### src/rtl/pts_pkg.sv
// ----------------------------------------------------------------------------
// pts_pkg - shared types and constants of the process timer sleep scheduler
// Process count, sleep scale, channel payloads and the per-process record.
// ----------------------------------------------------------------------------
package pts_pkg;

    // table size and sleep unit
    localparam int NUM_PROCS   = 16;
    localparam int SLEEP_SCALE = 100;

    localparam int PID_W   = $clog2(NUM_PROCS);
    localparam int SCALE_W = $clog2(SLEEP_SCALE + 1);
    localparam int PROD_W  = 16 + SCALE_W;

    typedef logic [PID_W-1:0] t_addr;

    // operation codes
    typedef enum logic [1:0] {
        OP_CREATE = 2'd0,
        OP_TICK   = 2'd1,
        OP_SLEEP  = 2'd2,
        OP_GETPID = 2'd3
    } t_op;

    // process states
    typedef enum logic [1:0] {
        ST_FREE  = 2'd0,
        ST_READY = 2'd1,
        ST_SLEEP = 2'd2
    } t_pstat;

    // result status codes
    localparam logic STS_OK    = 1'b0;
    localparam logic STS_NOPID = 1'b1;

    typedef struct packed {
        t_op         operation;
        logic [3:0]  running_pid;
        logic [15:0] sleep_units;
    } t_in_item;

    typedef struct packed {
        logic       ready_valid;
        logic [3:0] ready_pid;
        logic       release_cpu;
        logic [3:0] pid_value;
        logic       status;
        logic       last;
    } t_out_item;

    // one entry of the process table
    typedef struct packed {
        t_pstat      st;
        logic [31:0] ticks;
        logic [31:0] wake;
    } t_rec;

endpackage

### src/rtl/pts_in_if.sv
// ----------------------------------------------------------------------------
// pts_in_if - operation request channel
// Valid/ready channel carrying one operation item.
// ----------------------------------------------------------------------------
interface pts_in_if;
    import pts_pkg::*;

    logic     valid;
    logic     ready;
    t_in_item data;

    modport source (output valid, output data, input ready);
    modport sink   (input valid, input data, output ready);
endinterface

### src/rtl/pts_out_if.sv
// ----------------------------------------------------------------------------
// pts_out_if - scheduler result channel
// Valid/ready channel carrying one result item.
// ----------------------------------------------------------------------------
interface pts_out_if;
    import pts_pkg::*;

    logic      valid;
    logic      ready;
    t_out_item data;

    modport source (output valid, output data, input ready);
    modport sink   (input valid, input data, output ready);
endinterface

### src/rtl/pts_cfg_if.sv
// ----------------------------------------------------------------------------
// pts_cfg_if - configuration write channel
// Valid/ready channel carrying the slice limit write data.
// ----------------------------------------------------------------------------
interface pts_cfg_if;
    logic        valid;
    logic        ready;
    logic [15:0] data;

    modport source (output valid, output data, input ready);
    modport sink   (input valid, input data, output ready);
endinterface

### src/rtl/process_timer_sleep_scheduler.sv
// ----------------------------------------------------------------------------
// process_timer_sleep_scheduler - process time manager for a small kernel
// Create, tick, sleep and get-pid operations over a process table in RAM.
//
//   channel  dir  handshake             payload
//   i_in     in   valid/ready           operation, running_pid, sleep_units
//   o_out    out  valid/ready           ready_valid .. last, one per result
//   i_cfg    in   valid/ready (ready=1) slice limit, 16 bits
//
// One item at a time. An active sleep reads the table entry, then writes it
// back. A tick reads and writes the running entry, then scans entries
// 1..NUM_PROCS-1 one per cycle on the RAM read port, unless a wake-up
// result is held up; an idle running pid skips the read and write, and a
// preempting tick adds a release step before the final result.
// Reset is synchronous; the table needs no clearing pass, per-entry valid
// bits make unwritten entries read as free with zero counts.
// A stalled result channel holds the scan; a one-entry output register
// lets the next item enter while the final result waits.
// ----------------------------------------------------------------------------
module process_timer_sleep_scheduler (
    input  logic      i_clk,
    input  logic      i_rst_n,
    pts_in_if.sink    i_in,
    pts_out_if.source o_out,
    pts_cfg_if.sink   i_cfg
);
    import pts_pkg::*;

    localparam t_addr LAST_IDX = t_addr'(NUM_PROCS - 1);
    localparam int    REC_W    = $bits(t_rec);

    typedef enum logic [3:0] {
        S_IDLE,
        S_ONE,
        S_CWR,
        S_RD,
        S_TMOD,
        S_SMOD,
        S_SCAN_RD,
        S_SCAN,
        S_PRE,
        S_TEND
    } t_state;

    t_state              r_state;
    t_op                 r_op;
    t_addr               r_rp;
    logic [PROD_W-1:0]   r_prod;
    t_out_item           r_one;
    t_rec                r_rec;
    logic                r_preempt;
    t_addr               r_idx;
    logic                r_hold_v;
    t_out_item           r_hold;
    logic                r_out_v;
    t_out_item           r_out;
    logic [31:0]         r_now;
    t_addr               r_free_head;
    t_addr               r_free_count;
    logic [15:0]         r_slice;
    logic [NUM_PROCS-1:0] r_vld;
    logic                r_rd_vld;

    logic                ram_we;
    t_addr               ram_waddr;
    t_rec                ram_wdata;
    logic                ram_re;
    t_addr               ram_raddr;
    logic [REC_W-1:0]    ram_rdata;

    t_rec                rd_rec;
    logic                accept;
    logic                in_active;
    logic                can_push;
    logic                emit_ok;
    logic                wake_hit;
    logic                adv;
    logic [31:0]         tick_new;
    t_addr               create_pid;
    logic                push;
    t_out_item           push_data;
    logic                hold_load;
    t_out_item           hold_data;

    // process table
    pts_ram #(
        .WIDTH (REC_W),
        .DEPTH (NUM_PROCS)
    ) u_table (
        .i_clk   (i_clk),
        .i_we    (ram_we),
        .i_waddr (ram_waddr),
        .i_wdata (ram_wdata),
        .i_re    (ram_re),
        .i_raddr (ram_raddr),
        .o_rdata (ram_rdata)
    );

    // handshakes and per-cycle decisions
    assign i_in.ready  = (r_state == S_IDLE);
    assign accept      = i_in.valid && i_in.ready;
    assign in_active   = (i_in.data.running_pid != 4'd0)
                      && (32'(i_in.data.running_pid) < NUM_PROCS);
    assign can_push    = !r_out_v || o_out.ready;
    assign emit_ok     = !r_hold_v || can_push;
    assign rd_rec      = r_rd_vld ? t_rec'(ram_rdata) : t_rec'('0);
    assign wake_hit    = (rd_rec.st == ST_SLEEP) && (rd_rec.wake == r_now);
    assign adv         = !wake_hit || emit_ok;
    assign tick_new    = rd_rec.ticks + 32'd1;
    assign create_pid  = r_free_head + t_addr'(1);

    assign i_cfg.ready = 1'b1;
    assign o_out.valid = r_out_v;
    assign o_out.data  = r_out;

    // table port control
    always_comb begin
        ram_we    = 1'b0;
        ram_waddr = r_rp;
        ram_wdata = rd_rec;
        ram_re    = 1'b0;
        ram_raddr = r_rp;
        unique case (r_state)
            S_CWR: begin
                ram_we    = can_push;
                ram_wdata = '{st: ST_READY, ticks: '0, wake: '0};
            end
            S_RD: begin
                ram_re = 1'b1;
            end
            S_TMOD: begin
                ram_we    = 1'b1;
                ram_wdata = '{st: rd_rec.st, ticks: tick_new, wake: rd_rec.wake};
            end
            S_SMOD: begin
                ram_we    = can_push;
                ram_wdata = '{st: ST_SLEEP, ticks: rd_rec.ticks,
                              wake: r_now + 32'(r_prod)};
            end
            S_SCAN_RD: begin
                ram_re    = 1'b1;
                ram_raddr = t_addr'(1);
            end
            S_SCAN: begin
                ram_we    = adv && wake_hit;
                ram_waddr = r_idx;
                ram_wdata = '{st: ST_READY, ticks: rd_rec.ticks, wake: rd_rec.wake};
                ram_re    = adv && (r_idx != LAST_IDX);
                ram_raddr = r_idx + t_addr'(1);
            end
            S_PRE: begin
                ram_we    = emit_ok;
                ram_wdata = '{st: ST_READY, ticks: r_rec.ticks, wake: r_rec.wake};
            end
            default: begin
            end
        endcase
    end

    // result generation: tick results pass through a hold stage so that
    // the final one can carry last
    always_comb begin
        push      = 1'b0;
        push_data = r_one;
        hold_load = 1'b0;
        hold_data = '0;
        unique case (r_state)
            S_ONE, S_CWR: begin
                push = can_push;
            end
            S_SMOD: begin
                push      = can_push;
                push_data = '0;
                push_data.release_cpu = 1'b1;
                push_data.last        = 1'b1;
            end
            S_SCAN: begin
                hold_load = adv && wake_hit;
                push      = hold_load && r_hold_v;
                push_data = r_hold;
                hold_data.ready_valid = 1'b1;
                hold_data.ready_pid   = 4'(r_idx);
            end
            S_PRE: begin
                hold_load = emit_ok;
                push      = emit_ok && r_hold_v;
                push_data = r_hold;
                hold_data.ready_valid = 1'b1;
                hold_data.ready_pid   = 4'(r_rp);
                hold_data.release_cpu = 1'b1;
            end
            S_TEND: begin
                push      = can_push;
                push_data = r_hold_v ? r_hold : t_out_item'('0);
                push_data.last = 1'b1;
            end
            default: begin
            end
        endcase
    end

    // sequencer, counters and output register
    always_ff @(posedge i_clk) begin
        if (!i_rst_n) begin
            r_state      <= S_IDLE;
            r_hold_v     <= 1'b0;
            r_out_v      <= 1'b0;
            r_now        <= '0;
            r_free_head  <= '0;
            r_free_count <= LAST_IDX;
            r_slice      <= 16'd10;
            r_vld        <= '0;
            r_preempt    <= 1'b0;
        end else begin
            // configuration transfer
            if (i_cfg.valid) begin
                r_slice <= i_cfg.data;
            end

            // valid bits and read-data qualifier
            if (ram_we) begin
                r_vld[ram_waddr] <= 1'b1;
            end
            if (ram_re) begin
                r_rd_vld <= r_vld[ram_raddr];
            end

            // output register
            r_out_v <= push || (r_out_v && !o_out.ready);
            if (push) begin
                r_out <= push_data;
            end

            // hold stage
            if (hold_load) begin
                r_hold_v <= 1'b1;
                r_hold   <= hold_data;
            end

            unique case (r_state)
                S_IDLE: begin
                    if (accept) begin
                        r_op      <= i_in.data.operation;
                        r_rp      <= (i_in.data.operation == OP_CREATE) ? create_pid
                                     : t_addr'(i_in.data.running_pid);
                        r_preempt <= 1'b0;
                        r_prod    <= PROD_W'(i_in.data.sleep_units * SLEEP_SCALE);
                        unique case (i_in.data.operation)
                            OP_CREATE: begin
                                if (r_free_count == '0) begin
                                    r_one   <= '{ready_valid: 1'b0, ready_pid: 4'd0,
                                                 release_cpu: 1'b0, pid_value: 4'd0,
                                                 status: STS_NOPID, last: 1'b1};
                                    r_state <= S_ONE;
                                end else begin
                                    r_free_head  <= create_pid;
                                    r_free_count <= r_free_count - t_addr'(1);
                                    r_one   <= '{ready_valid: 1'b1,
                                                 ready_pid: 4'(create_pid),
                                                 release_cpu: 1'b0,
                                                 pid_value: 4'(create_pid),
                                                 status: STS_OK, last: 1'b1};
                                    r_state <= S_CWR;
                                end
                            end
                            OP_TICK: begin
                                r_now   <= r_now + 32'd1;
                                r_state <= in_active ? S_RD : S_SCAN_RD;
                            end
                            OP_SLEEP: begin
                                r_one   <= '{ready_valid: 1'b0, ready_pid: 4'd0,
                                             release_cpu: 1'b0, pid_value: 4'd0,
                                             status: STS_OK, last: 1'b1};
                                r_state <= in_active ? S_RD : S_ONE;
                            end
                            OP_GETPID: begin
                                r_one   <= '{ready_valid: 1'b0, ready_pid: 4'd0,
                                             release_cpu: 1'b0,
                                             pid_value: i_in.data.running_pid,
                                             status: STS_OK, last: 1'b1};
                                r_state <= S_ONE;
                            end
                        endcase
                    end
                end
                S_RD: begin
                    priority if (r_op == OP_TICK) begin
                        r_state <= S_TMOD;
                    end else begin
                        r_state <= S_SMOD;
                    end
                end
                S_TMOD: begin
                    // charge the running pid and test the slice
                    r_rec     <= '{st: rd_rec.st, ticks: tick_new, wake: rd_rec.wake};
                    r_preempt <= (tick_new == 32'(r_slice));
                    r_state   <= S_SCAN_RD;
                end
                S_SCAN_RD: begin
                    r_idx   <= t_addr'(1);
                    r_state <= S_SCAN;
                end
                S_SCAN: begin
                    // wake scan, one entry per cycle unless a wake-up result is held up
                    if (adv) begin
                        if (r_idx == LAST_IDX) begin
                            r_state <= r_preempt ? S_PRE : S_TEND;
                        end else begin
                            r_idx <= r_idx + t_addr'(1);
                        end
                    end
                end
                S_PRE: begin
                    if (emit_ok) begin
                        r_state <= S_TEND;
                    end
                end
                S_TEND: begin
                    if (can_push) begin
                        r_hold_v <= 1'b0;
                        r_state  <= S_IDLE;
                    end
                end
                S_ONE, S_CWR, S_SMOD: begin
                    if (can_push) begin
                        r_state <= S_IDLE;
                    end
                end
                default: begin
                    r_state <= S_IDLE;
                end
            endcase
        end
    end

    // no tick result left over when a new item enters
    a_hold_empty: assert property (@(posedge i_clk) disable iff (!i_rst_n)
        accept |-> !r_hold_v)
        else $error("hold stage still occupied at item transfer");

    // scan writes one entry while reading the next, never the same one
    a_no_rw_clash: assert property (@(posedge i_clk) disable iff (!i_rst_n)
        (ram_we && ram_re) |-> (ram_waddr != ram_raddr))
        else $error("table read and write hit the same entry");

    // free list head and count move together
    a_free_track: assert property (@(posedge i_clk) disable iff (!i_rst_n)
        t_addr'(r_free_head + r_free_count) == LAST_IDX)
        else $error("free list head and count out of step");

    // preemption state only entered with a pending preemption
    a_pre_flag: assert property (@(posedge i_clk) disable iff (!i_rst_n)
        (r_state == S_PRE) |-> r_preempt)
        else $error("preemption without slice expiry");

endmodule

### src/rtl/pts_ram.sv
// ----------------------------------------------------------------------------
// pts_ram - generic simple dual-port RAM
// One write port, one read port with registered read data held while idle.
// ----------------------------------------------------------------------------
module pts_ram #(
    parameter int WIDTH = 8,
    parameter int DEPTH = 16
) (
    input  logic                     i_clk,
    input  logic                     i_we,
    input  logic [$clog2(DEPTH)-1:0] i_waddr,
    input  logic [WIDTH-1:0]         i_wdata,
    input  logic                     i_re,
    input  logic [$clog2(DEPTH)-1:0] i_raddr,
    output logic [WIDTH-1:0]         o_rdata
);

    logic [WIDTH-1:0] r_mem [DEPTH];
    logic [WIDTH-1:0] r_rdata;

    // write port
    always_ff @(posedge i_clk) begin
        if (i_we) begin
            r_mem[i_waddr] <= i_wdata;
        end
    end

    // registered read port
    always_ff @(posedge i_clk) begin
        if (i_re) begin
            r_rdata <= r_mem[i_raddr];
        end
    end

    assign o_rdata = r_rdata;

endmodule

### src/flat_wrapper.sv
// flat-port wrapper written by rule: the top's interface ports become plain ports
module process_timer_sleep_scheduler_flat import pts_pkg::*;
  (i_clk, i_rst_n, i_in_valid, i_in_data, i_in_ready, o_out_valid, o_out_data, o_out_ready, i_cfg_valid, i_cfg_data, i_cfg_ready);
  pts_in_if i_in_i ();
  pts_out_if o_out_i ();
  pts_cfg_if i_cfg_i ();
  input  logic i_clk;
  input  logic i_rst_n;
  input wire logic [$bits(i_in_i.valid)-1:0] i_in_valid;
  input wire logic [$bits(i_in_i.data)-1:0] i_in_data;
  output wire logic [$bits(i_in_i.ready)-1:0] i_in_ready;
  output wire logic [$bits(o_out_i.valid)-1:0] o_out_valid;
  output wire logic [$bits(o_out_i.data)-1:0] o_out_data;
  input wire logic [$bits(o_out_i.ready)-1:0] o_out_ready;
  input wire logic [$bits(i_cfg_i.valid)-1:0] i_cfg_valid;
  input wire logic [$bits(i_cfg_i.data)-1:0] i_cfg_data;
  output wire logic [$bits(i_cfg_i.ready)-1:0] i_cfg_ready;
  assign i_in_i.valid = i_in_valid;
  assign i_in_i.data = i_in_data;
  assign i_in_ready = i_in_i.ready;
  assign o_out_valid = o_out_i.valid;
  assign o_out_data = o_out_i.data;
  assign o_out_i.ready = o_out_ready;
  assign i_cfg_i.valid = i_cfg_valid;
  assign i_cfg_i.data = i_cfg_data;
  assign i_cfg_ready = i_cfg_i.ready;
  process_timer_sleep_scheduler u_core (.i_clk(i_clk), .i_rst_n(i_rst_n), .i_in(i_in_i), .o_out(o_out_i), .i_cfg(i_cfg_i));
endmodule
### config.mk
export PLATFORM = sky130hd
export DESIGN_NAME = process_timer_sleep_scheduler_flat
export DESIGN_NICKNAME = d
export VERILOG_FILES = /design/src/rtl/pts_pkg.sv /design/src/rtl/pts_in_if.sv /design/src/rtl/pts_out_if.sv /design/src/rtl/pts_cfg_if.sv /design/src/rtl/process_timer_sleep_scheduler.sv /design/src/rtl/pts_ram.sv /design/src/flat_wrapper.sv
export SDC_FILE = /design/constraint.sdc
export NUM_CORES = 2
export LEC_CHECK = 0
export ABC_CLOCK_PERIOD_IN_PS = 8550
export BUFFER_PORTS_ARGS = -buffer_cell sky130_fd_sc_hd__buf_2
export CORE_ASPECT_RATIO = 0.75
export CORE_UTILIZATION = 55
export CTS_BUF_LIST = sky130_fd_sc_hd__clkbuf_4
export CTS_CLUSTER_DIAMETER = 200
export DETAILED_ROUTE_END_ITERATION = 10
export GPL_TIMING_DRIVEN = 0
export PLACE_DENSITY = 0.78
export SYNTH_ARGS = -nofsm -noshare
export SYNTH_HDL_FRONTEND = slang
export SYNTH_HIERARCHICAL = 1
export SYNTH_SLANG_ARGS = --single-unit
### constraint.sdc
create_clock -name i_clk -period 8.55 [get_ports i_clk]
set_input_delay 0.855 -clock i_clk [delete_from_list [all_inputs] [get_ports i_clk]]
set_output_delay 0.855 -clock i_clk [all_outputs]
set_load 0.01 [all_outputs]
==> impl_metrics.py <==
metrics = {
    "outcome": {
        "outcome": "complete, no violations",
    },
    "setup_path": {
        "path_max_fanout": 16,
        "reg2reg_depth": 16,
        "r2r-start": "u_core/r_rd_vld",
        "worst-path-buf-inv": 7,
        "path_class": "flip-flop to flip-flop",
        "critPathLaunchType": "flip-flop",
        "path_delay_family": "buffers and inverters",
        "slowest_stage": "clkbuf_1",
        "end_kind": "flip-flop",
        "worstPathRequired_ps": 9340,
        "rr_endpoint": "u_core/u_table/r_mem[12][62]",
        "worst-path-stages": 16,
        "crit_arrival_ps": 7260,
        "crit_chain": "buf_4 > buf_4 > buf_2 > clkbuf_1 > clkbuf_1 > clkbuf_1 > and2_1 > ha_1 > nand4_1 > nor3_1 > nand4_1 > nor2_1 > xnor2_1 > nor2_1 > a222oi_1 > inv_1",
        "max_stage_delay_ps": 690,
        "critPathLaunch": "u_core/r_rd_vld",
        "path_common_cell": "clkbuf_1",
        "r2r_slack_ps": 2090,
        "crit_end": "u_core/u_table/r_mem[12][62]",
    },
    "yosys": {
        "synth_xor_xnor_area_share_pct": 1.77,
        "synthAdderAreaFrac_pct": 2.20,
        "synthMuxAreaShare_pct": 11.4,
        "synth_simple_gate_area_share_pct": 5.53,
        "synth_top_cell_area_share_pct": 67.5,
        "yosysUniqueCellTypes": 85,
        "seq_area_frac_synth_pct": 70.4,
        "postSynthCellCount": 3236,
        "async_reset_ff_share_pct": 0,
        "synth_top_family_by_area": "multiplexers",
        "synth-main-ff-cell": "edfxtp_1",
        "synth_area_leaders": "edfxtp_1 (68%), mux4_2 (11%), dfxtp_1 (2.9%)",
        "syn_nets": 3369,
        "syn_avg_cell_area_um2": 17.1,
        "post-synth-top-area-cell": "edfxtp_1",
        "ys_ff_latch": 1325,
        "syn_area_um2": 55400,
        "ys_warn_count": 6,
        "synth_common_cells": "edfxtp_1 (1246), mux4_2 (265), nand2_1 (219)",
        "synth_compound_area_share_pct": 6.44,
        "synth_edf_count": 1246,
        "yosysMostFrequentCell": "edfxtp_1",
    },
    "die": {
        "start_util_pct": 55.7,
        "core-area_um2": 99500,
        "fp.dieW_um": 368,
        "die-area_um2": 102000,
        "ios": 58,
        "rows": 100,
        "fp.dieH_um": 277,
    },
    "cts": {
        "cts_buffers": 329,
        "cts_root_buf": "clkbuf_4",
        "htree_levels": 5,
        "clock-sinks": 1325,
        "cts_tree": "built",
        "clk_pin_slew_worst_paths_ps": 70,
        "clk-insertion-delay-late_ps": 1230,
        "cts_resized": 0,
        "clockBufferDepth": 4,
    },
    "timing": {
        "timing.hold.ws_ps": 98.3,
        "finalCritPeriodShare_pct": 75.6,
        "rsz0062_at_grt": "false",
        "hold_viol_final": 0,
        "slew_viol_final": 0,
        "slew_headroom_pct": 13.2,
        "max_freq_mhz": 155,
        "setup_viol": 0,
        "max_slew.worst_pin.slew_ps": 1300,
        "fin_skew_ps": 133,
        "finalCriticalPeriod_ps": 6460,
    },
    "detailed_routing": {
        "ant_nets": 0,
        "initialDrtViolationCount": 5068,
        "num_vias": 34400,
        "viasPerCell": 6.47,
        "post_drt_wl_per_cell_um": 27.9,
        "drt_wl_total_um": 148000,
        "dr.pass1.iters": 9,
        "drc": 0,
    },
    "grt": {
        "grt_max_degree": 34,
        "gr-total-overflow": 0,
        "grt_pass1_vias": 33300,
        "track_usage_pct": 29.0,
        "antenna_found_initial": 3,
        "grt_pass1_wl_um": 215000,
    },
    "placed_design": {
        "gp_congestion": 0.962,
        "dp.cells": 4718,
        "io_buffers": 54,
        "detailedPlacementHpwl_um": 98700,
    },
    "power_and_ir_drop": {
        "powerDensity_nw_per_um2": 265,
        "ir_worst_vdd_mv": 0.144,
        "leakagePower_nw": 21.8,
    },
    "layout": {
        "syn_to_final_growth_pct": 14.4,
        "nets": 3880,
        "drive_above_1_share_pct": 25.9,
        "final_cell_count_no_fill": 5309,
        "nFillCells": 6775,
        "fin_util_pct": 63.7,
    },
    "flow_run": {
        "maxCapViolations": 0,
    },
    "worst_hold_path": {
        "whs_path_depth": 2,
        "hp-class": "input pin to flip-flop",
    },
}
-- repair_timing --
| action | 4_1_cts | 5_1_grt |
|---|---|---|
| buffers inserted | 0 | 0 |
| hold buffers | 22 | 0 |
| endpoints found under the hold margin | 22 | 0 |
-- where the power goes --
group / switching, mW / internal [mW] / leakage, nW
sequential: 0.182 / 8.13 / 12.1
combinational: 2.24 / 1.09 / 7.36
clock: 2.48 / 2.69 / 2.43
-- metal layers --
| layer | vias up | share of wire [%] | track usage [%] | wire length, um |
|---|---|---|---|---|
| li1 | 14200 | - | - | - |
| met1 | 17200 | 40 | 43.6 | 58700 |
| met2 | 2704 | 44 | 41.2 | 64500 |
| met3 | 293 | 14 | 7.96 | 21300 |
| met4 | 2 | 2.4 | 9.62 | 3610 |
| met5 | - | 0.0088 | 0 | 13 |
-- registers in the layout, summed over array words and instances (netlist names) --
| signal | cells |
|---|---|
| u_core/r_free_head | 4 |
| u_core/r_prod | 21 |
| u_core/r_free_count | 4 |
| u_core/r_op | 2 |
| u_core/r_now | 32 |
| u_core/r_vld | 16 |
| u_core/r_rp | 4 |
| u_core/o_out.data | 12 |
| u_core/r_hold_v | 1 |
| u_core/r_slice | 16 |
| u_core/r_idx | 4 |
| u_core/r_one | 10 |
| u_core/o_out.valid | 1 |
| u_core/r_hold | 6 |
| u_core/r_preempt | 1 |
| u_core/r_rd_vld | 1 |
| u_core/r_state | 4 |
| u_core/u_table/o_rdata | 66 |
| u_core/u_table/r_mem | 1056 |
| u_core/r_rec | 64 |
-- cell type report --
type | count | area [um2] | share of cell area [%]
multi-input cells | 1621 | 15400 | 24.2
flip-flops and latches | 1325 | 39000 | 61.5
inverters | 128 | 480 | 0.758
clock inverters | 84 | 443 | 0.699
well taps | 1326 | 1660 | 2.62
repair buffers | 180 | 2060 | 3.25
plain buffers | 162 | 756 | 1.19
diodes | 4 | 10.0 | 0.0158
clock buffers | 479 | 3600 | 5.68
-- metrics by stage --
stage	total power, mW	TNS (ps)	area, um2	setup slack (ps)
finish	16.8	0	63400	2090
detailed placement	11.7	0	59100	2040
global route	17.4	0	63400	1900
CTS	16.8	0	63300	1970
floorplan	10.3	0	55400	1060
global placement	11.4	-2945620	57300	-5980
-- how the worst min path moves through the flow --
| stage | from | end | slack (ps) |
|---|---|---|---|
| after global placement | u_core/r_vld[9] | u_core/r_vld[9] | 430 |
| after detailed placement | u_core/r_vld[10] | u_core/r_vld[10] | 450 |
| after global routing | i_in_data[16] | u_core/r_one[2] | 70 |
| final | i_in_data[17] | u_core/r_rp[1] | 100 |
| after CTS | i_in_data[18] | u_core/r_rp[2] | 5 |
| after floorplan | u_core/r_vld[11] | u_core/r_vld[11] | 420 |
-- logic make-up (layout without fill, tap and decap cells) --
kind of cell / Yosys count / count (layout)
buffers and inverters: 290 / 1033
DFF: 1325 / 1325
adders and majority gates: 90 / 90
other: 1 / 5
xor gates and xnor gates: 112 / 112
and+or+nand+nor: 608 / 608
AOI/OAI and AO/OA: 508 / 508
muxes: 302 / 302
-- cell usage in the layout, fill, tap and decap left out, types with 31 or more instances in the layout --
cell      synthesis  final
edfxtp_1       1246   1246
clkbuf_4          0    479
mux4_2          265    265
nand2_1         219    219
a22oi_1         164    164
inv_1           128    128
clkbuf_1         95     95
nor2_1          106     94
dfxtp_1          79     79
ha_1             78     78
buf_2            19     74
o21ai_0         104     72
xnor2_1          65     65
clkinv_1          0     60
and2_1           53     52
buf_6             7     51
a21oi_1          49     49
xor2_1           47     47
nand3_1          43     43
mux2i_1          36     36
o21ai_1           2     33
buf_4            19     32
nand4_1          31     31
buf_12            0     31
Power figures use the tool's default switching activity.
